==> config.mk <==
export PLATFORM = sky130hd
export DESIGN_NAME = timed_midi_event_table_flat
export DESIGN_NICKNAME = d
export VERILOG_FILES = /design/src/hw/rtl/tmet_pkg.sv /design/src/hw/rtl/tmet_in_if.sv /design/src/hw/rtl/tmet_out_if.sv /design/src/hw/rtl/timed_midi_event_table.sv /design/src/hw/rtl/tmet_front.sv /design/src/hw/rtl/tmet_cmd_fifo.sv /design/src/hw/rtl/tmet_back.sv /design/src/flat_wrapper.sv
export VERILOG_INCLUDE_DIRS = /design/src /design/src/hw/rtl
export SDC_FILE = /design/constraint.sdc
export NUM_CORES = 2
export LEC_CHECK = 0
export ABC_AREA = 1
export BUFFER_PORTS_ARGS = -buffer_cell sky130_fd_sc_hd__buf_2
export CORE_ASPECT_RATIO = 0.6
export CORE_MARGIN = 4
export CORE_UTILIZATION = 28
export DETAILED_ROUTE_END_ITERATION = 6
export SKIP_CTS_REPAIR_TIMING = 1
export SKIP_LAST_GASP = 1
export SYNTH_ARGS = -nofsm -noshare
export SYNTH_HDL_FRONTEND = slang
export SYNTH_SLANG_ARGS = --single-unit
==> constraint.sdc <==
create_clock -name i_clk -period 14.8 [get_ports i_clk]
set_input_delay 1.48 -clock i_clk [delete_from_list [all_inputs] [get_ports i_clk]]
set_output_delay 1.48 -clock i_clk [all_outputs]
set_load 0.005 [all_outputs]
==> src/hw/rtl/timed_midi_event_table_macros.svh <==
// Assertion macros for the timed MIDI event table.
// Each macro checks a property on i_clk, disabled while i_rst_n is low.
`ifndef TIMED_MIDI_EVENT_TABLE_MACROS_SVH
`define TIMED_MIDI_EVENT_TABLE_MACROS_SVH
`ifndef SYNTHESIS
// Same-cycle implication.
`define TMET_ASSERT_NOW(label, ante, cons) \
    label: assert property (@(posedge i_clk) disable iff (!i_rst_n) (ante) |-> (cons)) \
        else $error("timed_midi_event_table: same-cycle check failed");
// Next-cycle implication.
`define TMET_ASSERT_NEXT(label, ante, cons) \
    label: assert property (@(posedge i_clk) disable iff (!i_rst_n) (ante) |=> (cons)) \
        else $error("timed_midi_event_table: next-cycle check failed");
`else
`define TMET_ASSERT_NOW(label, ante, cons)
`define TMET_ASSERT_NEXT(label, ante, cons)
`endif
`endif

==> src/hw/rtl/tmet_pkg.sv <==
// Shared types and constants of the timed MIDI event table.
// No dependencies; the modules import this package.
package tmet_pkg;

    // Action codes of an input item.
    localparam logic [1:0] ACT_SCHED = 2'd0;
    localparam logic [1:0] ACT_TICK  = 2'd1;
    localparam logic [1:0] ACT_FLUSH = 2'd2;
    localparam logic [1:0] ACT_NONE  = 2'd3;

    // Command queue geometry (depth must be a power of two).
    localparam int CMDQ_DEPTH = 2;
    localparam int CMDQ_PTR_W = 1;
    localparam int CMDQ_CNT_W = 2;

    typedef enum logic [1:0] {
        CMD_SCHED,
        CMD_TICK,
        CMD_FLUSH
    } t_cmd_kind;

    typedef struct packed {
        logic [7:0] status;
        logic [7:0] data1;
        logic [7:0] data2;
    } t_msg;

    typedef struct packed {
        t_msg        msg;
        logic [31:0] due;
    } t_entry;

    typedef struct packed {
        t_cmd_kind   kind;
        t_entry      entry;
        logic [31:0] now_time;
    } t_cmd;

endpackage

==> src/hw/rtl/tmet_in_if.sv <==
// Input channel of the timed MIDI event table: valid/ready plus one item.
// Depends on nothing.
interface tmet_in_if;
    logic        valid;
    logic        ready;
    logic [1:0]  action;
    logic [7:0]  msg_status;
    logic [7:0]  msg_data1;
    logic [7:0]  msg_data2;
    logic [31:0] due_time;
    logic [31:0] now_time;

    modport source (
        output valid, action, msg_status, msg_data1, msg_data2, due_time, now_time,
        input  ready
    );
    modport sink (
        input  valid, action, msg_status, msg_data1, msg_data2, due_time, now_time,
        output ready
    );
endinterface

==> src/hw/rtl/tmet_out_if.sv <==
// Output channel of the timed MIDI event table: valid/ready plus one fired message.
// Depends on nothing.
interface tmet_out_if;
    logic       valid;
    logic       ready;
    logic [7:0] out_status;
    logic [7:0] out_data1;
    logic [7:0] out_data2;
    logic       out_last;

    modport source (
        output valid, out_status, out_data1, out_data2, out_last,
        input  ready
    );
    modport sink (
        input  valid, out_status, out_data1, out_data2, out_last,
        output ready
    );
endinterface

==> src/hw/rtl/timed_midi_event_table.sv <==
// Timed MIDI event table. A schedule item stores a three-byte message and its due
// tick in the lowest free slot (dropped if all SLOT_COUNT slots are full); a tick
// item fires every occupied slot whose due tick is strictly below the tick time,
// in slot order, marking the last one with out_last; a flush item frees all slots;
// action code 3 is ignored. The engine scans the slots of a tick through one read port
// of the entry memory, one slot per cycle while the output does not stall. A two-entry
// command queue lets the input side keep accepting items while a tick is scanned.
// Depends on tmet_pkg, tmet_in_if, tmet_out_if, tmet_front, tmet_cmd_fifo, tmet_back.
module timed_midi_event_table #(
    parameter int SLOT_COUNT = 32
) (
    input  logic       i_clk,
    input  logic       i_rst_n,
    tmet_in_if.sink    i_evt,
    tmet_out_if.source o_fire
);
    import tmet_pkg::*;

    `include "timed_midi_event_table_macros.svh"

    logic q_push;
    logic q_full;
    logic q_pop;
    logic q_valid;
    t_cmd q_in_cmd;
    t_cmd q_out_cmd;

    // Front end classifies items.
    tmet_front u_front (
        .i_clk    (i_clk),
        .i_rst_n  (i_rst_n),
        .i_evt    (i_evt),
        .i_q_full (q_full),
        .o_q_push (q_push),
        .o_q_cmd  (q_in_cmd)
    );

    // Decoupling queue.
    tmet_cmd_fifo u_cmd_fifo (
        .i_clk   (i_clk),
        .i_rst_n (i_rst_n),
        .i_push  (q_push),
        .i_cmd   (q_in_cmd),
        .o_full  (q_full),
        .i_pop   (q_pop),
        .o_valid (q_valid),
        .o_cmd   (q_out_cmd)
    );

    // Slot engine carries out the commands.
    tmet_back #(
        .SLOT_COUNT (SLOT_COUNT)
    ) u_back (
        .i_clk       (i_clk),
        .i_rst_n     (i_rst_n),
        .i_cmd_valid (q_valid),
        .i_cmd       (q_out_cmd),
        .o_cmd_pop   (q_pop),
        .o_fire      (o_fire)
    );

    // The front end never pushes into a full queue, and the engine never pops an empty one.
    `TMET_ASSERT_NOW(a_no_push_when_full, q_push, !q_full)
    `TMET_ASSERT_NOW(a_no_pop_when_empty, q_pop, q_valid)
    // A tick command keeps the engine busy, so no pop follows it directly.
    `TMET_ASSERT_NEXT(a_tick_blocks_pop, q_pop && (q_out_cmd.kind == CMD_TICK), !q_pop)

endmodule

==> src/hw/rtl/tmet_front.sv <==
// Front end: accepts input items, classifies them into commands, feeds the queue.
// Depends on tmet_pkg and tmet_in_if.
module tmet_front (
    input  logic          i_clk,
    input  logic          i_rst_n,
    tmet_in_if.sink       i_evt,
    input  logic          i_q_full,
    output logic          o_q_push,
    output tmet_pkg::t_cmd o_q_cmd
);
    import tmet_pkg::*;

    logic r_valid;
    t_cmd r_cmd;
    t_cmd n_cmd;
    logic accept;
    logic keep;

    // The holding register frees up whenever the queue takes its command.
    assign i_evt.ready = !r_valid || !i_q_full;
    assign accept      = i_evt.valid && i_evt.ready;
    assign keep        = accept && (i_evt.action != ACT_NONE);
    assign o_q_push    = r_valid && !i_q_full;
    assign o_q_cmd     = r_cmd;

    // Classify the item by its action code.
    always_comb begin
        n_cmd.entry.msg.status = i_evt.msg_status;
        n_cmd.entry.msg.data1  = i_evt.msg_data1;
        n_cmd.entry.msg.data2  = i_evt.msg_data2;
        n_cmd.entry.due        = i_evt.due_time;
        n_cmd.now_time         = i_evt.now_time;
        unique case (i_evt.action)
            ACT_SCHED: n_cmd.kind = CMD_SCHED;
            ACT_TICK:  n_cmd.kind = CMD_TICK;
            ACT_FLUSH: n_cmd.kind = CMD_FLUSH;
            ACT_NONE:  n_cmd.kind = CMD_FLUSH;
            default:   n_cmd.kind = CMD_FLUSH;
        endcase
    end

    // The unused action code is accepted and dropped here.
    always_ff @(posedge i_clk) begin
        if (!i_rst_n) begin
            r_valid <= 1'b0;
        end else if (keep) begin
            r_valid <= 1'b1;
            r_cmd   <= n_cmd;
        end else if (o_q_push) begin
            r_valid <= 1'b0;
        end
    end

endmodule

==> src/hw/rtl/tmet_cmd_fifo.sv <==
// Short command queue between the front end and the slot engine.
// Depends on tmet_pkg.
module tmet_cmd_fifo (
    input  logic           i_clk,
    input  logic           i_rst_n,
    input  logic           i_push,
    input  tmet_pkg::t_cmd i_cmd,
    output logic           o_full,
    input  logic           i_pop,
    output logic           o_valid,
    output tmet_pkg::t_cmd o_cmd
);
    import tmet_pkg::*;

    t_cmd                  r_slot [CMDQ_DEPTH];
    logic [CMDQ_PTR_W-1:0] r_wr_ptr;
    logic [CMDQ_PTR_W-1:0] r_rd_ptr;
    logic [CMDQ_CNT_W-1:0] r_count;
    logic                  do_push;
    logic                  do_pop;

    assign o_full  = (r_count == CMDQ_CNT_W'(CMDQ_DEPTH));
    assign o_valid = (r_count != '0);
    assign o_cmd   = r_slot[r_rd_ptr];
    assign do_push = i_push && !o_full;
    assign do_pop  = i_pop && o_valid;

    // Storage is payload only.
    always_ff @(posedge i_clk) begin
        if (do_push) begin
            r_slot[r_wr_ptr] <= i_cmd;
        end
    end

    // Pointers wrap naturally at the power-of-two depth.
    always_ff @(posedge i_clk) begin
        if (!i_rst_n) begin
            r_wr_ptr <= '0;
            r_rd_ptr <= '0;
            r_count  <= '0;
        end else begin
            if (do_push) begin
                r_wr_ptr <= r_wr_ptr + 1'b1;
            end
            if (do_pop) begin
                r_rd_ptr <= r_rd_ptr + 1'b1;
            end
            if (do_push && !do_pop) begin
                r_count <= r_count + 1'b1;
            end else if (do_pop && !do_push) begin
                r_count <= r_count - 1'b1;
            end
        end
    end

endmodule

==> src/hw/rtl/tmet_back.sv <==
// Slot engine: stores scheduled messages, scans the table on a tick, frees all on flush.
// Depends on tmet_pkg and tmet_out_if.
module tmet_back #(
    parameter int SLOT_COUNT = 32
) (
    input  logic           i_clk,
    input  logic           i_rst_n,
    input  logic           i_cmd_valid,
    input  tmet_pkg::t_cmd i_cmd,
    output logic           o_cmd_pop,
    tmet_out_if.source     o_fire
);
    import tmet_pkg::*;

    localparam int IDX_W = (SLOT_COUNT > 1) ? $clog2(SLOT_COUNT) : 1;
    localparam logic [IDX_W-1:0] LAST_IDX = IDX_W'(SLOT_COUNT - 1);

    typedef enum logic [1:0] {
        ST_IDLE,
        ST_SCAN,
        ST_DRAIN
    } t_state;

    t_state            r_state;
    logic [SLOT_COUNT-1:0] r_busy;
    t_entry            r_mem [SLOT_COUNT];
    t_entry            r_rd_entry;
    logic [IDX_W-1:0]  r_idx;
    logic              r_issuing;
    logic              r_c_valid;
    logic [IDX_W-1:0]  r_c_idx;
    logic [31:0]       r_now;
    logic              r_p_valid;
    t_msg              r_p_msg;
    logic              r_o_valid;
    t_msg              r_o_msg;
    logic              r_o_last;

    logic              fire;
    logic              out_free;
    logic              stall;
    logic              advance;
    logic              issue;
    logic [IDX_W:0]    free_res;
    logic              free_found;
    logic [IDX_W-1:0]  free_idx;
    logic              mem_we;

    // Lowest-numbered free slot, with a found flag on top.
    function automatic logic [IDX_W:0] find_free(input logic [SLOT_COUNT-1:0] busy);
        logic [IDX_W:0] res;
        res = '0;
        for (int k = SLOT_COUNT - 1; k >= 0; k--) begin
            if (!busy[k]) begin
                res = {1'b1, IDX_W'(k)};
            end
        end
        return res;
    endfunction

    assign free_res   = find_free(r_busy);
    assign free_found = free_res[IDX_W];
    assign free_idx   = free_res[IDX_W-1:0];

    // Scan pipeline control: a fired slot waits in the pending register so
    // the last one of a tick can be marked once the scan has ended.
    assign fire     = r_c_valid && r_busy[r_c_idx] && (r_now > r_rd_entry.due);
    assign out_free = !r_o_valid || o_fire.ready;
    assign stall    = fire && r_p_valid && !out_free;
    assign advance  = (r_state == ST_SCAN) && !stall;
    assign issue    = advance && r_issuing;

    assign o_cmd_pop = (r_state == ST_IDLE) && i_cmd_valid;
    assign mem_we    = o_cmd_pop && (i_cmd.kind == CMD_SCHED) && free_found;

    assign o_fire.valid      = r_o_valid;
    assign o_fire.out_status = r_o_msg.status;
    assign o_fire.out_data1  = r_o_msg.data1;
    assign o_fire.out_data2  = r_o_msg.data2;
    assign o_fire.out_last   = r_o_last;

    // Entry memory: one write port for scheduling, one registered read port for the scan.
    always_ff @(posedge i_clk) begin
        if (mem_we) begin
            r_mem[free_idx] <= i_cmd.entry;
        end
        if (issue) begin
            r_rd_entry <= r_mem[r_idx];
        end
    end

    // Sequencer, busy flags and output register.
    always_ff @(posedge i_clk) begin
        if (!i_rst_n) begin
            r_state   <= ST_IDLE;
            r_busy    <= '0;
            r_issuing <= 1'b0;
            r_c_valid <= 1'b0;
            r_p_valid <= 1'b0;
            r_o_valid <= 1'b0;
        end else begin
            if (r_o_valid && o_fire.ready) begin
                r_o_valid <= 1'b0;
            end
            unique case (r_state)
                ST_IDLE: begin
                    if (i_cmd_valid) begin
                        unique case (i_cmd.kind)
                            CMD_SCHED: begin
                                if (free_found) begin
                                    r_busy[free_idx] <= 1'b1;
                                end
                            end
                            CMD_TICK: begin
                                r_now     <= i_cmd.now_time;
                                r_idx     <= '0;
                                r_issuing <= 1'b1;
                                r_state   <= ST_SCAN;
                            end
                            CMD_FLUSH: begin
                                r_busy <= '0;
                            end
                            default: begin
                            end
                        endcase
                    end
                end
                ST_SCAN: begin
                    if (advance) begin
                        r_c_valid <= issue;
                        r_c_idx   <= r_idx;
                        if (issue) begin
                            if (r_idx == LAST_IDX) begin
                                r_issuing <= 1'b0;
                            end else begin
                                r_idx <= r_idx + 1'b1;
                            end
                        end
                        if (fire) begin
                            r_busy[r_c_idx] <= 1'b0;
                            r_p_msg         <= r_rd_entry.msg;
                            r_p_valid       <= 1'b1;
                            if (r_p_valid) begin
                                r_o_valid <= 1'b1;
                                r_o_msg   <= r_p_msg;
                                r_o_last  <= 1'b0;
                            end
                        end
                    end
                    if (!r_issuing && !r_c_valid) begin
                        r_state <= ST_DRAIN;
                    end
                end
                ST_DRAIN: begin
                    // The message still pending is the last one of this tick.
                    if (!r_p_valid) begin
                        r_state <= ST_IDLE;
                    end else if (out_free) begin
                        r_o_valid <= 1'b1;
                        r_o_msg   <= r_p_msg;
                        r_o_last  <= 1'b1;
                        r_p_valid <= 1'b0;
                        r_state   <= ST_IDLE;
                    end
                end
                default: begin
                    r_state <= ST_IDLE;
                end
            endcase
        end
    end

endmodule
==> src/flat_wrapper.sv <==
// flat-port wrapper written by rule: the top's interface ports become plain ports
module timed_midi_event_table_flat import tmet_pkg::*;
#(
    parameter int SLOT_COUNT = 32
)
  (i_clk, i_rst_n, i_evt_valid, i_evt_action, i_evt_msg_status, i_evt_msg_data1, i_evt_msg_data2, i_evt_due_time, i_evt_now_time, i_evt_ready, o_fire_valid, o_fire_out_status, o_fire_out_data1, o_fire_out_data2, o_fire_out_last, o_fire_ready);
  tmet_in_if i_evt_i ();
  tmet_out_if o_fire_i ();
  input  logic i_clk;
  input  logic i_rst_n;
  input wire logic [$bits(i_evt_i.valid)-1:0] i_evt_valid;
  input wire logic [$bits(i_evt_i.action)-1:0] i_evt_action;
  input wire logic [$bits(i_evt_i.msg_status)-1:0] i_evt_msg_status;
  input wire logic [$bits(i_evt_i.msg_data1)-1:0] i_evt_msg_data1;
  input wire logic [$bits(i_evt_i.msg_data2)-1:0] i_evt_msg_data2;
  input wire logic [$bits(i_evt_i.due_time)-1:0] i_evt_due_time;
  input wire logic [$bits(i_evt_i.now_time)-1:0] i_evt_now_time;
  output wire logic [$bits(i_evt_i.ready)-1:0] i_evt_ready;
  output wire logic [$bits(o_fire_i.valid)-1:0] o_fire_valid;
  output wire logic [$bits(o_fire_i.out_status)-1:0] o_fire_out_status;
  output wire logic [$bits(o_fire_i.out_data1)-1:0] o_fire_out_data1;
  output wire logic [$bits(o_fire_i.out_data2)-1:0] o_fire_out_data2;
  output wire logic [$bits(o_fire_i.out_last)-1:0] o_fire_out_last;
  input wire logic [$bits(o_fire_i.ready)-1:0] o_fire_ready;
  assign i_evt_i.valid = i_evt_valid;
  assign i_evt_i.action = i_evt_action;
  assign i_evt_i.msg_status = i_evt_msg_status;
  assign i_evt_i.msg_data1 = i_evt_msg_data1;
  assign i_evt_i.msg_data2 = i_evt_msg_data2;
  assign i_evt_i.due_time = i_evt_due_time;
  assign i_evt_i.now_time = i_evt_now_time;
  assign i_evt_ready = i_evt_i.ready;
  assign o_fire_valid = o_fire_i.valid;
  assign o_fire_out_status = o_fire_i.out_status;
  assign o_fire_out_data1 = o_fire_i.out_data1;
  assign o_fire_out_data2 = o_fire_i.out_data2;
  assign o_fire_out_last = o_fire_i.out_last;
  assign o_fire_i.ready = o_fire_ready;
  timed_midi_event_table #(.SLOT_COUNT(SLOT_COUNT)) u_core (.i_clk(i_clk), .i_rst_n(i_rst_n), .i_evt(i_evt_i), .o_fire(o_fire_i));
endmodule
* Word level (Yosys, flattened, before mapping)
Memories as Yosys holds them, arrays and structs flattened. A register that Yosys moved wholly into a read port is not among the register bits.
Index checks and enable logic that the tools add are counted.
** Word-level totals
- Memories kept :: 2
- Output and inout bits :: 27
- Bits in writable memories :: 1972
- Bits in latches :: 0
- Bits in registers :: 224
- ROM bits :: 0
** Memories
- u_core.u_back.r_mem :: depth 32, bits a word 56, read ports 1, clocked after Yosys merged registers in 1, wr ports 1, RTL line tmet_back.sv:26 : t_entry r_mem [SLOT_COUNT];
- u_core.u_cmd_fifo.r_slot :: depth 2, bits a word 90, read ports 1, clocked after Yosys merged registers in 1, wr ports 1, RTL line tmet_cmd_fifo.sv:15 : t_cmd r_slot [CMDQ_DEPTH];
** Operators by class
- $add $sub $neg :: 5
- Bitwise logic cells :: 3
- Mux-type cells :: 97
- Divide/modulo/power cells :: 0
- Magnitude comparators :: 5
- Reduce and logical (&&, ||, !) cells :: 51
- $mul :: 0
- Equality and inequality tests :: 24
- Shifts and indexed selects :: 0
** Operators with widths (count)
- 6-bit two-way mux :: 32
- 32-bit two-way mux :: 4
- 32-bit case mux with 2 select lines :: 2
- 24-bit two-way mux :: 5
- 24-bit case mux with 2 select lines :: 1
- 32-bit AND :: 1
- 32-bit > comparator :: 1
- 32-bit inverter :: 1
- 32-bit OR :: 1
- 1-bit two-way mux :: 31
- 5-bit two-way mux :: 5
- 1-bit logical AND :: 20
- 2-bit inequality test, second input constant :: 9
- 2-bit two-way mux :: 7
- 7-bit AND reduction :: 2
- 5-bit by 6-bit less-than comparator with 1-bit output, second input constant :: 2
- 2-bit case mux with 3 select lines :: 2
- 4-bit AND reduction :: 3
- 6-bit AND reduction :: 2
- 1-bit demux with 5-bit select :: 2
- 2-bit == test, second input constant :: 5
- 5-bit by 1-bit >= comparator with 1-bit output, second input constant :: 2
- 5-bit case mux with 2 select lines :: 1
- 2-bit nonzero test :: 5
- other kinds (17) :: 39

* Depth between registers and ports, before layout
- Word-level depth :: 41
- Gate-level depth with buffers :: 36
- Gate-level depth less buffers :: 36

* By module
A second synthesis with hierarchy kept.
** Unflattened totals
- Cell total of the unflattened synthesis :: 6082
- Area total of the unflattened synthesis :: 87091.0 um^2
** By module, submodules not included
- tmet_back :: cells an instance 5660, instances 1, area an instance 77120.2 um^2, sequential area each 58986.6 um^2
- tmet_cmd_fifo :: cells an instance 317, instances 1, area an instance 7193.1 um^2, sequential area each 5505.3 um^2
- tmet_front :: cells an instance 105, instances 1, area an instance 2777.7 um^2, sequential area each 2722.6 um^2

* Worst setup path before layout
No wires, ideal clock.
- Path kind :: register -> register
- From :: reg u_core.u_back.r_busy[26]
- To :: mem u_core.u_back.r_mem[14][0] (netlist name), enable pin
- Buffers on the path :: 0
- Data required time :: 14.192 ns
- Cell stages (with the launch flop) :: 18
- Period minus slack after synthesis :: 7.720 ns
- Arrival time :: 7.111 ns
- Setup slack :: 7.080 ns
- Library setup time :: 0.608 ns
- Cell sequence :: dfxtp_1 inv_1 a311oi_1 o311ai_0 nand3_1 nand3_1 nand3_1 nand3_1 nand3_1 nand2_1 nand2_1 nand2_1 nand2_1 nand3_1 nand3_1 inv_1 nand2_4 nor4_1
** Between the ends
- Cells in the longest elaborated chain, start to end :: 30
** RTL lines
- from (decl) :: RTL line tmet_back.sv:25 : logic [SLOT_COUNT-1:0] r_busy;
- from (signal assigned) :: RTL line tmet_back.sv:96 : r_busy <= '0;
- from (signal, indexed assignment) :: RTL line tmet_back.sv:111 : r_busy[free_idx] <= 1'b1;
- from (signal assigned) :: RTL line tmet_back.sv:121 : r_busy <= '0;
- 6-bit two-way mux * (27 in a row) :: RTL line tmet_back.sv:54 : if (!busy[k]) begin
- 1-bit logical AND :: RTL line tmet_back.sv:74 : assign mem_we = o_cmd_pop && (i_cmd.kind == CMD_SCHED) && free_found;
- 1-bit two-way mux :: RTL line tmet_back.sv:84 : if (mem_we) begin
- 1-bit two-way mux (not written as such) :: RTL line tmet_back.sv:85 : r_mem[free_idx] <= i_cmd.entry;
- to (decl) :: RTL line tmet_back.sv:26
Mark *: on every way between the ends. The rest lies on a longest branch, timed or not.

* Final worst setup path
- From :: reg u_core.u_back.r_busy[31]
- To :: mem u_core.u_back.r_mem[23][6] (netlist name), enable pin
** Between the ends
- Cells in the longest elaborated chain, start to end :: 35
** RTL lines (RTL line)
- 6-bit two-way mux * (32 in a row) :: tmet_back.sv:54
- 1-bit logical AND :: tmet_back.sv:74
- 1-bit two-way mux :: tmet_back.sv:84
- 1-bit two-way mux (not written as such) :: tmet_back.sv:85
Marked as above.

==> flow_summary_export.csv <==
group,metric,value,unit
status,status,"complete, no violations",
worst_setup_path,critPathLaunchType,"flop",
worst_setup_path,crit_type,"reg2reg",
grt,grt_overflow,0,
cts,ctsHtreeMaxLevel,4,
timing,setup_tns,0,ps
final_layout,utilization,0.319,
timing,fin_crit,5150,ps
final_layout,area_growth,13.1,%
drt,vias_per_cell,5.18,
placed_design,portBuffers,120,
synth,synth_nets,6208,
worst_setup_path,critPathArrivalTime,5600,ps
drt,drtPass1Iterations,6,
die,core_region_area,306000,um^2
timing,worst_clock_skew,89.2,ps
worst_setup_path,worstRegToRegCells,18,
placed_design,placed_cells_incl_taps,9957,
drt,drt_iter0_drc,7418,
timing,worstMarginPinSlew,1310,ps
timing,relSlewSlack,0.127,
timing,slew_violations,0,
cts,clk_latency,870,ps
grt,grt_usage,0.151,
timing,min_period_over_period,0.348,
final_layout,finalInstanceArea,97900,um^2
cts,clockRootBuffer,"clkbuf_16",
die,die_h,439,um
timing,setup_viol,0,
die,io_pins,121,
synth,synth_seq_cells,2253,
synth,ys.flop_type,"edfxtp_1",
synth,synth_edf_count,2209,
drt,top_layer,"met5",
die,start_util,0.283,
grt,grt_start_max_net_pins,199,
grt,grt_pass1_vias,49900,
pwr,leakage,30.1,nW
drt,wl,251000,um
cts,cts.path.max_buffers,4,
worst_setup_path,critical-path-top-delay-family,"simple AND/OR/NAND/NOR gates",
drt,dr_wl_met3,27400,um
timing,finalHoldViolCount,0,
timing,rsz0062_at_grt,"false",
worst_hold_path,hp-class,"reg2reg",
placed_design,place_area,91900,um^2
die,dieArea,318000,um^2
drt,wl_met1,112000,um
worst_setup_path,cp_common_cell,"nand3_1",
drt,drcViolationCount,0,
drt,ant_nets,0,
synth,ys_types,53,
final_layout,mostFrequentLayoutCells,"2,209 x edfxtp_1, 1,002 x o21ai_0, 975 x nor2_1",
die,die_w,726,um
final_layout,fin_nets,6238,
worst_setup_path,slowest_delay,980,ps
worst_setup_path,cp.required,15250,ps
drt,detail_route.wl_per_cell,24.4,um
worst_setup_path,path_cells,"nand2_1 > a311oi_1 > o311ai_0 > nand3_1 > nand3_1 > nand3_1 > nand3_1 > nand3_1 > nand2_1 > nand2_1 > nand2_1 > nand2_1 > nand3_1 > nand3_1 > nor2_4 > inv_1 > nor3_2 > buf_4",
worst_hold_path,hold_path_depth,0,
grt,grt_pass1_wl,360000,um
synth,syn_area_per_cell,14.2,um^2
run,drv_cap,0,
placed_design,dp_hpwl,140000,um
final_layout,layout_commonest_cell,"edfxtp_1",
pwr,p_total,16.2,mW
synth,ys_async_sr_fraction,0,
worst_setup_path,crit_slowest_cell,"nor3_2",
cts,cts_made_buffers,199,
placed_design,place_ws,9670,ps
synth,syn-instance-count,6076,
synth,ys_warn_count,0,
placed_design,routabilityCongestion,0.822,
die,row_count,157,
timing,fmax,0.194,GHz
cts,clkTransAtPathRegs,70,ps
pwr,powerDensity,165,nW/um^2
worst_setup_path,worstPathMaxFanout,43,
drt,vias,53400,
drt,wl_met2,107000,um
final_layout,finalNonFillerCells,10300,
worst_setup_path,endpoint_kind,"flop",
worst_setup_path,path_depth,18,
grt,antenna_found_initial,18,
final_layout,drive_gt1_frac,0.104,
worst_setup_path,cp_num_buf_inv,2,
synth,synth_area,86600,um^2
timing,finalWorstSetupSlack,9650,ps
timing,fin_hold_ws,393,ps
cts,numClockSinks,2253,
synth,seq_area_frac_synth,0.776,
pwr,peakVddDrop,0.107,mV
cts,cts_tree,"yes",
[registers in the layout, summed over array words and instances (netlist names), 5 cells and up, named ones only]
name and flops:
u_core.u_back.r_mem 1792, u_core.u_cmd_fifo.r_slot 180, u_core.u_front.o_q_cmd 90, u_core.u_back.r_rd_entry 56
u_core.u_back.r_busy 32, u_core.u_back.r_now 32, u_core.u_back.r_p_msg 24, u_core.u_back.o_fire.out_data1 8
u_core.u_back.o_fire.out_data2 8, u_core.u_back.o_fire.out_status 8, u_core.u_back.r_c_idx 5, u_core.u_back.r_idx 5
[report_power, final]
part	total, mW	switching, mW	leakage (nW)	internal, mW
clock network	4.94	2.32	2.88	2.62
registers	7.72	0.0749	20.3	7.65
logic	3.50	2.69	6.93	0.811
[worst register-to-register path, stage by stage (launching register included)]
cell,delay [ps]
dfxtp_1,340
nand2_1,100
a311oi_1,120
o311ai_0,350
nand3_1,120
nand3_1,120
nand3_1,120
nand3_1,110
nand3_1,90
nand2_1,70
nand2_1,60
nand2_1,60
nand2_1,60
nand3_1,70
nand3_1,480
nor2_4,430
inv_1,210
nor3_2,980
buf_4,810
[synthesized netlist by cell type, types with 7 or more instances]
cell type  number  area share
a31o_2          9     0.00091
edfxtp_1     2209        0.77
buf_1          16     0.00069
nand4_1        28      0.0020
a21oi_1       113      0.0065
inv_1         136      0.0059
nor3_1         44      0.0025
o22ai_1       296       0.021
nand3_1       101      0.0058
mux2_2         88       0.011
o221ai_1      152       0.015
o211ai_1       19      0.0016
a221oi_1       32      0.0032
a32oi_1        30      0.0030
ha_1           38      0.0055
a211oi_1       20      0.0017
nand2_1       226      0.0098
dfxtp_1        44       0.010
a31oi_1        24      0.0017
inv_2           7     0.00030
nor2_1        995       0.043
clkbuf_1      378       0.016
buf_2           8     0.00046
o21ai_0      1002       0.058
[routing by layer]
metal / vias up / GRT usage
met2: 2958 / 0.220
met4: 6 / 0.0289
met5: - / 0
met3: 312 / 0.0326
li1: 23200 / -
met1: 27000 / 0.231
[cell type report]
type,count,area (um^2)
diodes,1,2.50
clock buffers,251,5230
clock inverters,93,699
fillers,29700,209000
inverters,145,581
multi-input cells,3275,17600
flip-flops and latches,2253,67200
well taps,4054,5070
repair buffers,232,1530
[final timing paths]
path                                     end  slack (ps)                        from
max               u_core.u_back.r_mem[23][6]        9650    u_core.u_back.r_busy[31]
min          u_core.u_cmd_fifo.r_slot[0][62]         390  u_core.u_front.o_q_cmd[62]
max reg2reg       u_core.u_back.r_mem[23][6]        9650    u_core.u_back.r_busy[31]
min reg2reg  u_core.u_cmd_fifo.r_slot[0][62]         390  u_core.u_front.o_q_cmd[62]
[cell families after synthesis]
kind of cell | Yosys count | share of synthesized area
AO/OA/AOI/OAI | 1725 | 0.116
flip-flops | 2253 | 0.776
adder cells (fa/ha/maj) | 38 | 0.00549
AND/OR/NAND/NOR | 1423 | 0.0665
buffers and inverters | 548 | 0.0239
multiplexers | 88 | 0.0114
XOR/XNOR | 1 | 0.000101
No activity file was read; power rests on OpenSTA's default activity.
